[config.mk]
export PLATFORM = sky130hd
export DESIGN_NAME = texture_mip_chain_layout
export DESIGN_NICKNAME = d
export VERILOG_FILES = /design/src/hw/rtl/tmcl_pkg.sv /design/src/hw/rtl/texture_mip_chain_layout.sv /design/src/hw/rtl/tmcl_mem.sv /design/src/hw/rtl/tmcl_geom.sv
export VERILOG_INCLUDE_DIRS = /design/src /design/src/hw/rtl
export SDC_FILE = /design/constraint.sdc
export NUM_CORES = 2
export LEC_CHECK = 0
export BUFFER_PORTS_ARGS = -buffer_cell sky130_fd_sc_hd__buf_2
export CAP_MARGIN = 5
export CORE_ASPECT_RATIO = 0.8
export CORE_UTILIZATION = 42
export DETAILED_ROUTE_END_ITERATION = 10
export PLACE_DENSITY_LB_ADDON = 0.3
export SYNTH_ARGS = -nofsm -noshare
export SYNTH_HDL_FRONTEND = slang
export SYNTH_SLANG_ARGS = --single-unit
[constraint.sdc]
create_clock -name clock -period 35.9 [get_ports clock]
set_input_delay 10.77 -clock clock [delete_from_list [all_inputs] [get_ports clock]]
set_output_delay 10.77 -clock clock [all_outputs]
set_load 0.05 [all_outputs]
[src/hw/rtl/texture_mip_chain_layout_defines.svh]
// Assertion macros used by the top RTL file of the mip chain layout block.
`ifndef TEXTURE_MIP_CHAIN_LAYOUT_DEFINES_SVH
`define TEXTURE_MIP_CHAIN_LAYOUT_DEFINES_SVH

// Same-cycle implication, disabled while reset is high.
`define TMCL_ASSERT_SAME(label, clk, rst, ante, cons) \
   label: assert property (@(posedge clk) disable iff (rst) (ante) |-> (cons)) \
      else $error("tmcl assertion failed");

// Next-cycle implication, disabled while reset is high.
`define TMCL_ASSERT_NEXT(label, clk, rst, ante, cons) \
   label: assert property (@(posedge clk) disable iff (rst) (ante) |=> (cons)) \
      else $error("tmcl assertion failed");

`endif

[src/hw/rtl/tmcl_pkg.sv]
`default_nettype none
package tmcl_pkg;

   localparam logic [7:0]  BC_FORMAT_A = 8'd133;
   localparam logic [7:0]  BC_FORMAT_B = 8'd173;
   localparam logic [4:0]  TAIL_SLOTS  = 5'd8;
   localparam logic [31:0] TAIL_BYTES  = 32'd4096;
   localparam logic [33:0] U32_ALL     = 34'h0_FFFF_FFFF;

   typedef enum logic [1:0] {
      ST_OK       = 2'd0,
      ST_BAD_DIM  = 2'd1,
      ST_BAD_ELEM = 2'd2,
      ST_OVERFLOW = 2'd3
   } status_type;

   typedef enum logic [3:0] {
      S_IDLE,
      S_CHECK,
      S_FIND,
      S_TILE,
      S_TAIL,
      S_LIN,
      S_READ,
      S_OUT,
      S_ERR
   } state_type;

   typedef struct packed {
      logic [7:0]  format_code;
      logic [4:0]  element_bytes;
      logic [14:0] texel_width;
      logic [14:0] texel_height;
      logic [14:0] row_pitch;
      logic [4:0]  level_count;
   } req_payload_type;

   typedef struct packed {
      logic [14:0] elem_width;
      logic [14:0] elem_height;
      logic [14:0] tile_pitch;
      logic [31:0] tile_offset;
      logic [31:0] tile_size;
      logic        in_tail;
      logic [5:0]  tail_col;
      logic [5:0]  tail_row;
      logic [31:0] lin_offset;
      logic [31:0] lin_size;
      logic        last_level;
      status_type  status;
   } rsp_payload_type;

   typedef struct packed {
      logic [14:0] ew;
      logic [14:0] eh;
      logic [14:0] pw;
      logic [32:0] pad_sz;
      logic [32:0] lin_sz;
   } geom_type;

   typedef struct packed {
      logic [5:0] col;
      logic [5:0] row;
   } tail_pos_type;

   localparam tail_pos_type TAIL_POS [5][8] = '{
      '{'{6'd32, 6'd0}, '{6'd16, 6'd32}, '{6'd0, 6'd48}, '{6'd0, 6'd32},
        '{6'd16, 6'd16}, '{6'd16, 6'd0}, '{6'd0, 6'd16}, '{6'd0, 6'd0}},
      '{'{6'd32, 6'd0}, '{6'd16, 6'd16}, '{6'd0, 6'd24}, '{6'd0, 6'd16},
        '{6'd16, 6'd8}, '{6'd16, 6'd0}, '{6'd0, 6'd8}, '{6'd0, 6'd0}},
      '{'{6'd16, 6'd0}, '{6'd8, 6'd16}, '{6'd0, 6'd24}, '{6'd0, 6'd16},
        '{6'd8, 6'd8}, '{6'd8, 6'd0}, '{6'd0, 6'd8}, '{6'd0, 6'd0}},
      '{'{6'd16, 6'd0}, '{6'd8, 6'd8}, '{6'd0, 6'd12}, '{6'd0, 6'd8},
        '{6'd8, 6'd4}, '{6'd8, 6'd0}, '{6'd0, 6'd4}, '{6'd0, 6'd0}},
      '{'{6'd8, 6'd0}, '{6'd4, 6'd8}, '{6'd0, 6'd12}, '{6'd0, 6'd8},
        '{6'd4, 6'd4}, '{6'd4, 6'd0}, '{6'd0, 6'd4}, '{6'd0, 6'd0}}
   };

   function automatic logic [6:0] block_w(input logic [2:0] blog);
      logic [6:0] w;
      unique case (blog)
         3'd0, 3'd1: w = 7'd64;
         3'd2, 3'd3: w = 7'd32;
         default:    w = 7'd16;
      endcase
      return w;
   endfunction

   function automatic logic [6:0] block_h(input logic [2:0] blog);
      logic [6:0] h;
      unique case (blog)
         3'd0:       h = 7'd64;
         3'd1, 3'd2: h = 7'd32;
         default:    h = 7'd16;
      endcase
      return h;
   endfunction

endpackage
`default_nettype wire

[src/hw/rtl/texture_mip_chain_layout.sv]
// Throughput: one request at a time. The check is followed by the level search, tile placement,
// tail placement and linear passes, one level per cycle, and then by the result beats, each read
// from the layout memory and held until rsp_ready; a 16384 texel side allows at most 15 levels.
// An error beat can come from the check or from the tile, tail or linear pass.
// Reset clears the sequencer and the first tail level; the layout memory is not cleared.
`default_nettype none
`include "texture_mip_chain_layout_defines.svh"
module texture_mip_chain_layout #(
   parameter int MAX_LEVELS = 16,
   parameter int MAX_DIM    = 16384
) (
   input  wire logic                       clock,
   input  wire logic                       reset,
   input  wire logic                       req_valid,
   output logic                            req_ready,
   input  wire tmcl_pkg::req_payload_type  req_payload,
   output logic                            rsp_valid,
   input  wire logic                       rsp_ready,
   output tmcl_pkg::rsp_payload_type       rsp_payload
);

   localparam int AW = (MAX_LEVELS > 1) ? $clog2(MAX_LEVELS) : 1;

   tmcl_pkg::state_type       state_ff, state_in;
   tmcl_pkg::req_payload_type req_ff, req_in;
   tmcl_pkg::status_type      status_ff, status_in;
   logic [14:0] ew0_ff, ew0_in, eh0_ff, eh0_in;
   logic [2:0]  blog_ff, blog_in;
   logic [4:0]  lv_ff, lv_in, lvl_ff, lvl_in, ft_ff, ft_in;
   logic [33:0] toff_ff, toff_in, loff_ff, loff_in;

   logic        mem_wr, mem_rd;
   logic [63:0] mem_wdata, mem_rdata;
   logic [4:0]  geo_lvl;
   tmcl_pkg::geom_type geo;

   logic        dim_bad, elem_bad, shape_bad, is_bc;
   logic [2:0]  dec_blog;
   logic [15:0] ew0_c, eh0_c, pe0_c;
   logic [14:0] mmax;
   logic [4:0]  maxl;
   logic        fits;
   logic        tile_ovf, tail_bad, lin_ovf;
   logic [33:0] aligned;
   logic [2:0]  tail_idx;
   tmcl_pkg::tail_pos_type tpos;
   logic        rsp_fire, last;

   tmcl_mem #(.DEPTH(MAX_LEVELS), .AW(AW)) u_mem (
      .clock  (clock),
      .wr_en  (mem_wr),
      .wr_addr(geo_lvl[AW-1:0]),
      .wr_data(mem_wdata),
      .rd_en  (mem_rd),
      .rd_addr(lvl_ff[AW-1:0]),
      .rd_data(mem_rdata)
   );

   tmcl_geom u_geom (
      .ew0 (ew0_ff),
      .eh0 (eh0_ff),
      .lvl (geo_lvl[3:0]),
      .blog(blog_ff),
      .geo (geo)
   );

   always_comb begin
      is_bc = (req_ff.format_code == tmcl_pkg::BC_FORMAT_A) ||
              (req_ff.format_code == tmcl_pkg::BC_FORMAT_B);
      if (is_bc) begin
         ew0_c = (16'(req_ff.texel_width) + 16'd3) >> 2;
         eh0_c = (16'(req_ff.texel_height) + 16'd3) >> 2;
         pe0_c = (16'(req_ff.row_pitch) + 16'd3) >> 2;
      end else begin
         ew0_c = 16'(req_ff.texel_width);
         eh0_c = 16'(req_ff.texel_height);
         pe0_c = 16'(req_ff.row_pitch);
      end
      mmax = (req_ff.texel_width > req_ff.texel_height) ? req_ff.texel_width
                                                        : req_ff.texel_height;
      maxl = 5'd1;
      for (int i = 1; i < 15; i++) begin
         if (mmax[i]) begin
            maxl = 5'(i + 1);
         end
      end
      dim_bad = (req_ff.texel_width == 15'd0) || (req_ff.texel_height == 15'd0) ||
                (req_ff.row_pitch < req_ff.texel_width) || (req_ff.level_count == 5'd0) ||
                (32'(req_ff.level_count) > 32'(MAX_LEVELS)) ||
                (32'(req_ff.texel_width) > 32'(MAX_DIM)) ||
                (32'(req_ff.texel_height) > 32'(MAX_DIM));
      elem_bad = 1'b0;
      unique case (req_ff.element_bytes)
         5'd1:    dec_blog = 3'd0;
         5'd2:    dec_blog = 3'd1;
         5'd4:    dec_blog = 3'd2;
         5'd8:    dec_blog = 3'd3;
         5'd16:   dec_blog = 3'd4;
         default: begin
            dec_blog = 3'd0;
            elem_bad = 1'b1;
         end
      endcase
      shape_bad = (pe0_c != ew0_c) || (req_ff.level_count > maxl);
   end

   always_comb begin
      geo_lvl  = (state_ff == tmcl_pkg::S_TILE) ? lvl_ff - 5'd1 : lvl_ff;
      fits     = (16'(geo.ew) <= 16'(tmcl_pkg::block_w(blog_ff) >> 1)) &&
                 (16'(geo.eh) <= 16'(tmcl_pkg::block_h(blog_ff))) &&
                 ((lv_ff - lvl_ff) <= tmcl_pkg::TAIL_SLOTS);
      tile_ovf = (toff_ff + 34'(geo.pad_sz)) > tmcl_pkg::U32_ALL;
      tail_idx = 3'(lvl_ff - ft_ff);
      tpos     = tmcl_pkg::TAIL_POS[blog_ff][tail_idx];
      tail_bad = (16'(tpos.col) + 16'(geo.ew) > 16'(tmcl_pkg::block_w(blog_ff))) ||
                 (16'(tpos.row) + 16'(geo.eh) > 16'(tmcl_pkg::block_h(blog_ff)));
      aligned  = (loff_ff + 34'd3) & ~34'd3;
      lin_ovf  = (aligned + 34'(geo.lin_sz)) > tmcl_pkg::U32_ALL;
      rsp_fire = rsp_valid && rsp_ready;
      last     = (lvl_ff + 5'd1) == lv_ff;
   end

   always_comb begin
      state_in = state_ff;
      unique case (state_ff)
         tmcl_pkg::S_IDLE: begin
            if (req_valid) begin
               state_in = tmcl_pkg::S_CHECK;
            end
         end
         tmcl_pkg::S_CHECK: begin
            if (dim_bad || elem_bad || shape_bad) begin
               state_in = tmcl_pkg::S_ERR;
            end else if (req_ff.level_count > 5'd1) begin
               state_in = tmcl_pkg::S_FIND;
            end else begin
               state_in = tmcl_pkg::S_TILE;
            end
         end
         tmcl_pkg::S_FIND: begin
            if (fits && (lvl_ff == 5'd0)) begin
               state_in = tmcl_pkg::S_TAIL;
            end else if (fits || last) begin
               state_in = tmcl_pkg::S_TILE;
            end
         end
         tmcl_pkg::S_TILE: begin
            if (tile_ovf) begin
               state_in = tmcl_pkg::S_ERR;
            end else if (lvl_ff == 5'd1) begin
               state_in = tmcl_pkg::S_TAIL;
            end
         end
         tmcl_pkg::S_TAIL: begin
            if (lvl_ff == lv_ff) begin
               state_in = tmcl_pkg::S_LIN;
            end else if (tail_bad) begin
               state_in = tmcl_pkg::S_ERR;
            end
         end
         tmcl_pkg::S_LIN: begin
            if (lin_ovf) begin
               state_in = tmcl_pkg::S_ERR;
            end else if (last) begin
               state_in = tmcl_pkg::S_READ;
            end
         end
         tmcl_pkg::S_READ: state_in = tmcl_pkg::S_OUT;
         tmcl_pkg::S_OUT: begin
            if (rsp_ready) begin
               state_in = last ? tmcl_pkg::S_IDLE : tmcl_pkg::S_READ;
            end
         end
         tmcl_pkg::S_ERR: begin
            if (rsp_ready) begin
               state_in = tmcl_pkg::S_IDLE;
            end
         end
         default: state_in = tmcl_pkg::S_IDLE;
      endcase
   end

   always_comb begin
      req_ready = (state_ff == tmcl_pkg::S_IDLE);
      rsp_valid = (state_ff == tmcl_pkg::S_OUT) || (state_ff == tmcl_pkg::S_ERR);
      mem_rd    = (state_ff == tmcl_pkg::S_READ);
      mem_wr    = ((state_ff == tmcl_pkg::S_TILE) && !tile_ovf) ||
                  ((state_ff == tmcl_pkg::S_TAIL) && (lvl_ff != lv_ff) && !tail_bad);
      mem_wdata = (state_ff == tmcl_pkg::S_TILE) ? {toff_ff[31:0], geo.pad_sz[31:0]}
                                                 : {32'd0, tmcl_pkg::TAIL_BYTES};
      if (state_ff == tmcl_pkg::S_ERR) begin
         rsp_payload            = '0;
         rsp_payload.last_level = 1'b1;
         rsp_payload.status     = status_ff;
      end else begin
         rsp_payload.elem_width  = geo.ew;
         rsp_payload.elem_height = geo.eh;
         rsp_payload.in_tail     = (lvl_ff >= ft_ff);
         rsp_payload.tile_pitch  = rsp_payload.in_tail ? 15'(tmcl_pkg::block_w(blog_ff))
                                                       : geo.pw;
         rsp_payload.tile_offset = mem_rdata[63:32];
         rsp_payload.tile_size   = mem_rdata[31:0];
         rsp_payload.tail_col    = rsp_payload.in_tail ? tpos.col : 6'd0;
         rsp_payload.tail_row    = rsp_payload.in_tail ? tpos.row : 6'd0;
         rsp_payload.lin_offset  = loff_ff[31:0];
         rsp_payload.lin_size    = geo.lin_sz[31:0];
         rsp_payload.last_level  = last;
         rsp_payload.status      = tmcl_pkg::ST_OK;
      end
   end

   always_comb begin
      req_in    = req_ff;
      status_in = status_ff;
      ew0_in    = ew0_ff;
      eh0_in    = eh0_ff;
      blog_in   = blog_ff;
      lv_in     = lv_ff;
      lvl_in    = lvl_ff;
      ft_in     = ft_ff;
      toff_in   = toff_ff;
      loff_in   = loff_ff;
      unique case (state_ff)
         tmcl_pkg::S_IDLE: req_in = req_payload;
         tmcl_pkg::S_CHECK: begin
            ew0_in  = ew0_c[14:0];
            eh0_in  = eh0_c[14:0];
            blog_in = dec_blog;
            lv_in   = req_ff.level_count;
            lvl_in  = (req_ff.level_count > 5'd1) ? 5'd0 : req_ff.level_count;
            ft_in   = req_ff.level_count;
            toff_in = '0;
            if (dim_bad) begin
               status_in = tmcl_pkg::ST_BAD_DIM;
            end else if (elem_bad) begin
               status_in = tmcl_pkg::ST_BAD_ELEM;
            end else begin
               status_in = tmcl_pkg::ST_BAD_DIM;
            end
         end
         tmcl_pkg::S_FIND: begin
            if (fits) begin
               ft_in   = lvl_ff;
               toff_in = 34'(tmcl_pkg::TAIL_BYTES);
            end else if (last) begin
               ft_in   = lv_ff;
               toff_in = '0;
               lvl_in  = lv_ff;
            end else begin
               lvl_in = lvl_ff + 5'd1;
            end
         end
         tmcl_pkg::S_TILE: begin
            status_in = tmcl_pkg::ST_OVERFLOW;
            toff_in   = toff_ff + 34'(geo.pad_sz);
            lvl_in    = (lvl_ff == 5'd1) ? ft_ff : lvl_ff - 5'd1;
         end
         tmcl_pkg::S_TAIL: begin
            status_in = tmcl_pkg::ST_OVERFLOW;
            loff_in   = '0;
            lvl_in    = (lvl_ff == lv_ff) ? 5'd0 : lvl_ff + 5'd1;
         end
         tmcl_pkg::S_LIN: begin
            status_in = tmcl_pkg::ST_OVERFLOW;
            loff_in   = last ? '0 : aligned + 34'(geo.lin_sz);
            lvl_in    = last ? 5'd0 : lvl_ff + 5'd1;
         end
         tmcl_pkg::S_READ: loff_in = aligned;
         tmcl_pkg::S_OUT: begin
            if (rsp_fire) begin
               loff_in = loff_ff + 34'(geo.lin_sz);
               lvl_in  = lvl_ff + 5'd1;
            end
         end
         tmcl_pkg::S_ERR: status_in = status_ff;
         default: status_in = status_ff;
      endcase
   end

   always_ff @(posedge clock) begin
      if (reset) begin
         state_ff <= tmcl_pkg::S_IDLE;
         ft_ff    <= '0;
      end else begin
         state_ff <= state_in;
         ft_ff    <= ft_in;
      end
      req_ff    <= req_in;
      status_ff <= status_in;
      ew0_ff    <= ew0_in;
      eh0_ff    <= eh0_in;
      blog_ff   <= blog_in;
      lv_ff     <= lv_in;
      lvl_ff    <= lvl_in;
      toff_ff   <= toff_in;
      loff_ff   <= loff_in;
   end

   `TMCL_ASSERT_SAME(a_one_side, clock, reset, rsp_valid, !req_ready)
   `TMCL_ASSERT_SAME(a_out_level, clock, reset, state_ff == tmcl_pkg::S_OUT, lvl_ff < lv_ff)
   `TMCL_ASSERT_NEXT(a_req_check, clock, reset, req_valid && req_ready,
                     state_ff == tmcl_pkg::S_CHECK)
   `TMCL_ASSERT_NEXT(a_last_idle, clock, reset, rsp_fire && rsp_payload.last_level,
                     req_ready)
   `TMCL_ASSERT_SAME(a_wr_phase, clock, reset, mem_wr,
                     (state_ff == tmcl_pkg::S_TILE) || (state_ff == tmcl_pkg::S_TAIL))

endmodule
`default_nettype wire

[src/hw/rtl/tmcl_mem.sv]
`default_nettype none
module tmcl_mem #(
   parameter int DEPTH = 16,
   parameter int AW    = 4
) (
   input  wire logic          clock,
   input  wire logic          wr_en,
   input  wire logic [AW-1:0] wr_addr,
   input  wire logic [63:0]   wr_data,
   input  wire logic          rd_en,
   input  wire logic [AW-1:0] rd_addr,
   output logic [63:0]        rd_data
);

   logic [63:0] mem [DEPTH];

   always_ff @(posedge clock) begin
      if (wr_en) begin
         mem[wr_addr] <= wr_data;
      end
      if (rd_en) begin
         rd_data <= mem[rd_addr];
      end
   end

endmodule
`default_nettype wire

[src/hw/rtl/tmcl_geom.sv]
`default_nettype none
module tmcl_geom (
   input  wire logic [14:0] ew0,
   input  wire logic [14:0] eh0,
   input  wire logic [3:0]  lvl,
   input  wire logic [2:0]  blog,
   output tmcl_pkg::geom_type geo
);

   logic [16:0] round_add;
   logic [16:0] ew_sum;
   logic [16:0] eh_sum;
   logic [15:0] bw_m1;
   logic [15:0] bh_m1;
   logic [15:0] pw16;
   logic [15:0] ph16;
   logic [29:0] pad_prod;
   logic [29:0] lin_prod;

   always_comb begin
      round_add  = (17'd1 << lvl) - 17'd1;
      ew_sum     = 17'(ew0) + round_add;
      eh_sum     = 17'(eh0) + round_add;
      geo.ew     = 15'(ew_sum >> lvl);
      geo.eh     = 15'(eh_sum >> lvl);
      bw_m1      = 16'(tmcl_pkg::block_w(blog)) - 16'd1;
      bh_m1      = 16'(tmcl_pkg::block_h(blog)) - 16'd1;
      pw16       = (16'(geo.ew) + bw_m1) & ~bw_m1;
      ph16       = (16'(geo.eh) + bh_m1) & ~bh_m1;
      geo.pw     = 15'(pw16);
      pad_prod   = 30'(pw16[14:0]) * 30'(ph16[14:0]);
      lin_prod   = 30'(geo.ew) * 30'(geo.eh);
      geo.pad_sz = 33'(pad_prod) << blog;
      geo.lin_sz = 33'(lin_prod) << blog;
   end

endmodule
`default_nettype wire

Word level (Yosys, flattened, before mapping)
Memories as Yosys holds them, arrays and structs flattened. A register that Yosys moved wholly into a read port is not among the register bits.
Cells that the tools add are included.
W data, S select, Z words.
{"block": "totals", "regBits": 185, "latch_bits": 0, "ramBits": 1024, "mem_bits_ro": 768, "input_bits": 67, "output_inout_bits": 191, "wordCells": 216, "n_memories": 2}
{"block": "op_classes", "n_addsub": 20, "n_mul": 2, "div": 0, "magnitude_cmp": 17, "eq_ne": 33, "n_shift": 5, "mux": 70, "n_bitwise": 6, "n_reduce_logical": 44}
{"name": "u_mem.mem", "depth": 16, "word_bits": 64, "read_ports": 1, "rd_ports_with_merged_regs": 1, "write_ports": 1, "line_no": "tmcl_mem.sv:15", "rtl": "logic [63:0] mem [DEPTH];"}
{"name": "(no name shown)", "depth": 8, "word_bits": 96, "read_ports": 1, "rd_ports_with_merged_regs": 0, "write_ports": 0, "line_no": "texture_mip_chain_layout.sv:114", "rtl": "tpos = tmcl_pkg::TAIL_POS[blog_ff][tail_idx];"}
{"op": "$mux W96", "count": 2}
{"op": "$mux W189", "count": 1}
{"op": "$mux W34", "count": 4}
{"op": "$pmux W34 S4", "count": 1}
{"op": "$add A34 B33 Y34", "count": 3}
{"op": "$pmux W34 S3", "count": 1}
{"op": "$mux W5", "count": 20}
{"op": "$gt A34 B32 Y1 const B", "count": 2}
{"op": "$shl A30 B3 Y33", "count": 2}
{"op": "$mux W64", "count": 1}
{"op": "$mul A15 B15 Y30", "count": 2}
{"op": "$mux W15", "count": 4}
{"op": "$mux W4", "count": 13}
{"op": "$add A15 B2 Y16 const B", "count": 3}
{"op": "$bmux W12 S3", "count": 1}
{"op": "$pmux W4 S9", "count": 1}
{"op": "$add A15 B17 Y17", "count": 2}
{"op": "$add A34 B2 Y34 const B", "count": 1}
{"op": "$shr A17 B4 Y15", "count": 2}
{"op": "$add A6 B15 Y16", "count": 2}
{"op": "$gt A16 B7 Y1", "count": 2}
{"op": "$add A15 B15 Y15", "count": 2}
{"op": "$and A15 B15 Y15", "count": 2}
{"op": "$gt A15 B15 Y1 const B", "count": 2}
{"op": "other kinds (65)", "count": 121}

Longest topological paths before layout
{"block": "logic_depth", "ltp_word": 21, "mapped_depth": 71, "ltp_nobuf": 65}

Hierarchy
A second synthesis with hierarchy kept.
{"block": "hier_totals", "hier_cells": 6039, "area_unflattened_um2": 76042.9}
{"mod": "tmcl_mem", "n_inst": 1, "cells_each": 1647, "area_per_inst_um2": 40222.3}
{"mod": "texture_mip_chain_layout", "n_inst": 1, "cells_each": 2143, "area_per_inst_um2": 18183.7}
{"mod": "tmcl_geom", "n_inst": 1, "cells_each": 2249, "area_per_inst_um2": 17636.9}

Worst setup path after synthesis
No wires, ideal clock.
{"block": "synth_timing", "path_kind": "register -> output", "startpoint": "reg lvl_ff[0]", "endpoint": "out rsp_payload[34] in the netlist's numbering", "t_arrival_ps": 12163, "required_time_ps": 25130, "setup_slack_ps": 12967, "stages_incl_launch_ff": 46, "n_path_buf": 8, "path_cell_list": "edfxtp_1 buf_2 nor3_1 a21oi_1 nor2b_2 clkbuf_1 clkbuf_1 buf_1 clkbuf_1 buf_1 o21ai_0 ha_1 a21oi_1 o31ai_2 a211oi_1 xnor2_1 nand2_1 a32o_1 [... 10 more ...] fa_1 inv_1 fa_1 fa_1 ha_1 clkbuf_1 a21o_1 a21oi_1 o21ai_0 a2111oi_0 a211oi_1 or4_1 and3_1 mux2_2 mux2i_1 nand2_1 o21ai_0 and2_1"}
{"element": "from (decl)", "line_no": "texture_mip_chain_layout.sv:29", "rtl": "logic [4:0] lv_ff, lv_in, lvl_ff, lvl_in, ft_ff, ft_in;"}
{"element": "from (signal assigned)", "line_no": "texture_mip_chain_layout.sv:294", "rtl": "lvl_ff <= lvl_in;"}
{"element": "to (decl)", "line_no": "texture_mip_chain_layout.sv:19", "rtl": "output tmcl_pkg::rsp_payload_type rsp_payload"}

==> impl_results.md <==
* Post-synthesis mux area share at 10.4%
* Setup Fix Bufs, Post-CTS at 0
* Compound-Gate Fraction of Synth Area at 9.97%
* Main flop type after synthesis: edfxtp_1
* Setup TNS at 0 ns
* CTS resizes at 0
* CTS tree: done
* Nets at 6601
* Grt ovf at 0
* Pin count of the biggest net entering global routing at 129
* Number of synthesized flops with an enable pin at 1128
* Starting Density at 42.3%
* H-tree depth at 3
* First-pass GRT wire length at 307000 um
* Synth Area in XOR/XNOR at 2.93%
* Slew Viols, Final at 0
* Synth top area share at 48.0%
* Total GRT Usage at 24.2%
* Most common cell in the netlist: edfxtp_1
* Area of the multi-input gates at 34200 sq um
* GPL Wtd Cong at 0.966
* Ys async rst share at 0%
* I/O pin count at 258
* Seq/Total Area, Yosys at 48.2%
* Starting DRT DRC Count at 5686
* Share of cells above drive strength 1 at 15.4%
* Fin crit period at 27.64 ns
* Mapped Cells at 5665
* Filler cell count in the final layout at 14800
* Worst path arrival time at 16.87 ns
* Crit-path slowest cell: o31ai_1
* Simple-gate share of the synthesized area at 10.5%
* Worst hold path type: reg2reg
* Worst-case clock skew at 0.0699 ns
* Clock tree buffer depth at 3
* Leading area contributor after synthesis: edfxtp_1
* WP data required at 25.13 ns
* Max incr delay on CP at 0.79 ns
* Via count at 48700
* Most frequent cells after synthesis: edfxtp_1 (1128), nand2_1 (468), inv_1 (420)
* Clock Tree Root: clkbuf_16
* Routed wire length at 208000 um
* Pre-Repair DR Iteration Count at 6
* Die Area at 170000 sq um
* CTS Buf Count at 111
* Status: completed
* Final hold viol count at 0
* Initial antenna violation count at 11
* Clk slew on worst S/H paths at 0.06 ns
* Mean Syn Cell Area at 12.5 sq um
* Library cells used by synthesis at 123
* Cts hold-fix bufs at 0
* Synth Register Bits at 1137
* Die outline width at 460 um
* Most frequent CP cell: fa_1
* Routed vias/inst at 5.92
* Routed Antenna Nets at 0
* Core area at 167000 sq um
* Adder-cell share of the synthesized area at 14.1%
* Max Cap Violations at 0
* Synth area leaders: edfxtp_1 (48%), mux4_2 (8.9%), fa_1 (7.3%)
* Slew @ Worst Pin at 1.41 ns
* Worst setup EP type: output port
* Largest family of logic cells by synthesized area: adder cells
* Routed WL per cell at 25.3 um
* Drt drc at 0
* Rel. slew slack at 5.18%
* Kind of critical path: reg2out
* # rows at 134
* Crit Path Max Fanout at 67
* Startpoint Class: flop
* Unrepaired setup endpoints after global routing: no
* Layout area overhead at 10.8%
* Die Y at 369 um
* Synth warnings at 0
* GR peak layer: met1
* Post-route clock period utilization at 77.0%
* Clock Latency Late Sink at 0.77 ns
* Clock sink total at 1137
* Vias in the first global route at 46900
* M1 GR Usage at 36.7%
* Synthesized area at 70600 sq um
* Dpl hpwl at 141000 um
* Grt met3 use at 4.16%
* Final setup vio count at 0
* Peak Freq at 36.2 MHz
* IO Port Bufs at 241
* Storage cell area at 34100 sq um
* Grt met2 use at 35.4%
[sequential cells by signal, indices dropped and copies added, names as in the netlist, 3 cells and up]
register       cells
u_mem.rd_data     56
eh0_ff            15
u_mem.mem        896
state_ff           4
toff_ff           34
loff_ff           34
req_ff            63
lvl_ff             5
ew0_ff            15
ft_ff              5
blog_ff            3
lv_ff              5
[worst paths after layout]
| check | start | end | slack, ns | cells past startpoint |
|---|---|---|---|---|
| worst min-delay path | toff_ff[5]$_SDFFCE_PP0P_ | toff_ff[5]$_SDFFCE_PP0P_ | 0.55 | 1 |
| worst min register to register | toff_ff[5]$_SDFFCE_PP0P_ | toff_ff[5]$_SDFFCE_PP0P_ | 0.55 | 1 |
| worst max-delay path | state_ff[3]$_SDFFE_PP0P_ | rsp_payload[29] | 8.26 | 45 |
| worst max register to register | state_ff[3]$_SDFFE_PP0P_ | u_mem.mem[8][49]$_DFFE_PP_ | 13.46 | 62 |
[layout make-up]
cell class	count	area share (%)
inverter	426	2.05
sequential	1137	43.5
tap	2244	3.59
clock inverter	74	0.913
clock buffer	133	3.68
timing repair buffer	343	2.54
antenna	2	0.00640
multi-input combinational	3871	43.7
[cells in the final DEF (no fill, tap or decap), types with 90 or more instances in the layout]
| master | n |
|---|---|
| edfxtp_1 | 1128 |
| nand2_1 | 468 |
| inv_1 | 418 |
| ha_1 | 388 |
| nor2_1 | 363 |
| mux4_2 | 280 |
| fa_1 | 256 |
| a21oi_1 | 245 |
| buf_2 | 241 |
| o21ai_0 | 227 |
| and2_1 | 209 |
| xnor2_1 | 155 |
| nand3_1 | 119 |
| clkbuf_16 | 112 |
| buf_4 | 101 |
| a21o_1 | 90 |
[worst max-delay path, delay by kind of cell (launching register included)]
family	cells	cell delay, ns
compound gates	14	5.01
xor+xnor	1	0.25
fa+ha+maj	9	4.31
buf+inv	8	2.53
flops	1	0.51
simple gates	13	3.47
[stage by stage]
stage,std cells,utilization (%),setup slack (ns),area (sq um),hold slack (ns)
floorplan,5702,-,12.97,70800,0.459
global placement,8020,44.7,9.84,74600,0.534
detailed placement,8020,44.7,9.44,74600,0.536
CTS,8227,46.9,8.52,78200,0.556
global route,8228,46.9,7.51,78200,0.568
finish,8230,46.9,8.26,78200,0.553
[layer usage]
| metal | share of wire (%) | wire, um |
|---|---|---|
| met1 | 45 | 92600 |
| met2 | 43 | 90400 |
| met3 | 9.1 | 19000 |
| met4 | 2.9 | 5940 |
| met5 | 0.0038 | 8 |
[cells by family (layout without fill, tap and decap cells)]
| family | count (synthesis) | after routing |
|---|---|---|
| fa+ha+maj | 644 | 644 |
| mux | 377 | 377 |
| compound gates | 1041 | 1041 |
| buf+inv | 694 | 976 |
| simple gates | 1541 | 1541 |
| other cells | 1 | 40 |
| xor+xnor | 230 | 230 |
| flops | 1137 | 1137 |
Power is left out: the tool's default activity adds up to more than one toggle a clock period on the data nets, which glitch-free logic cannot reach.
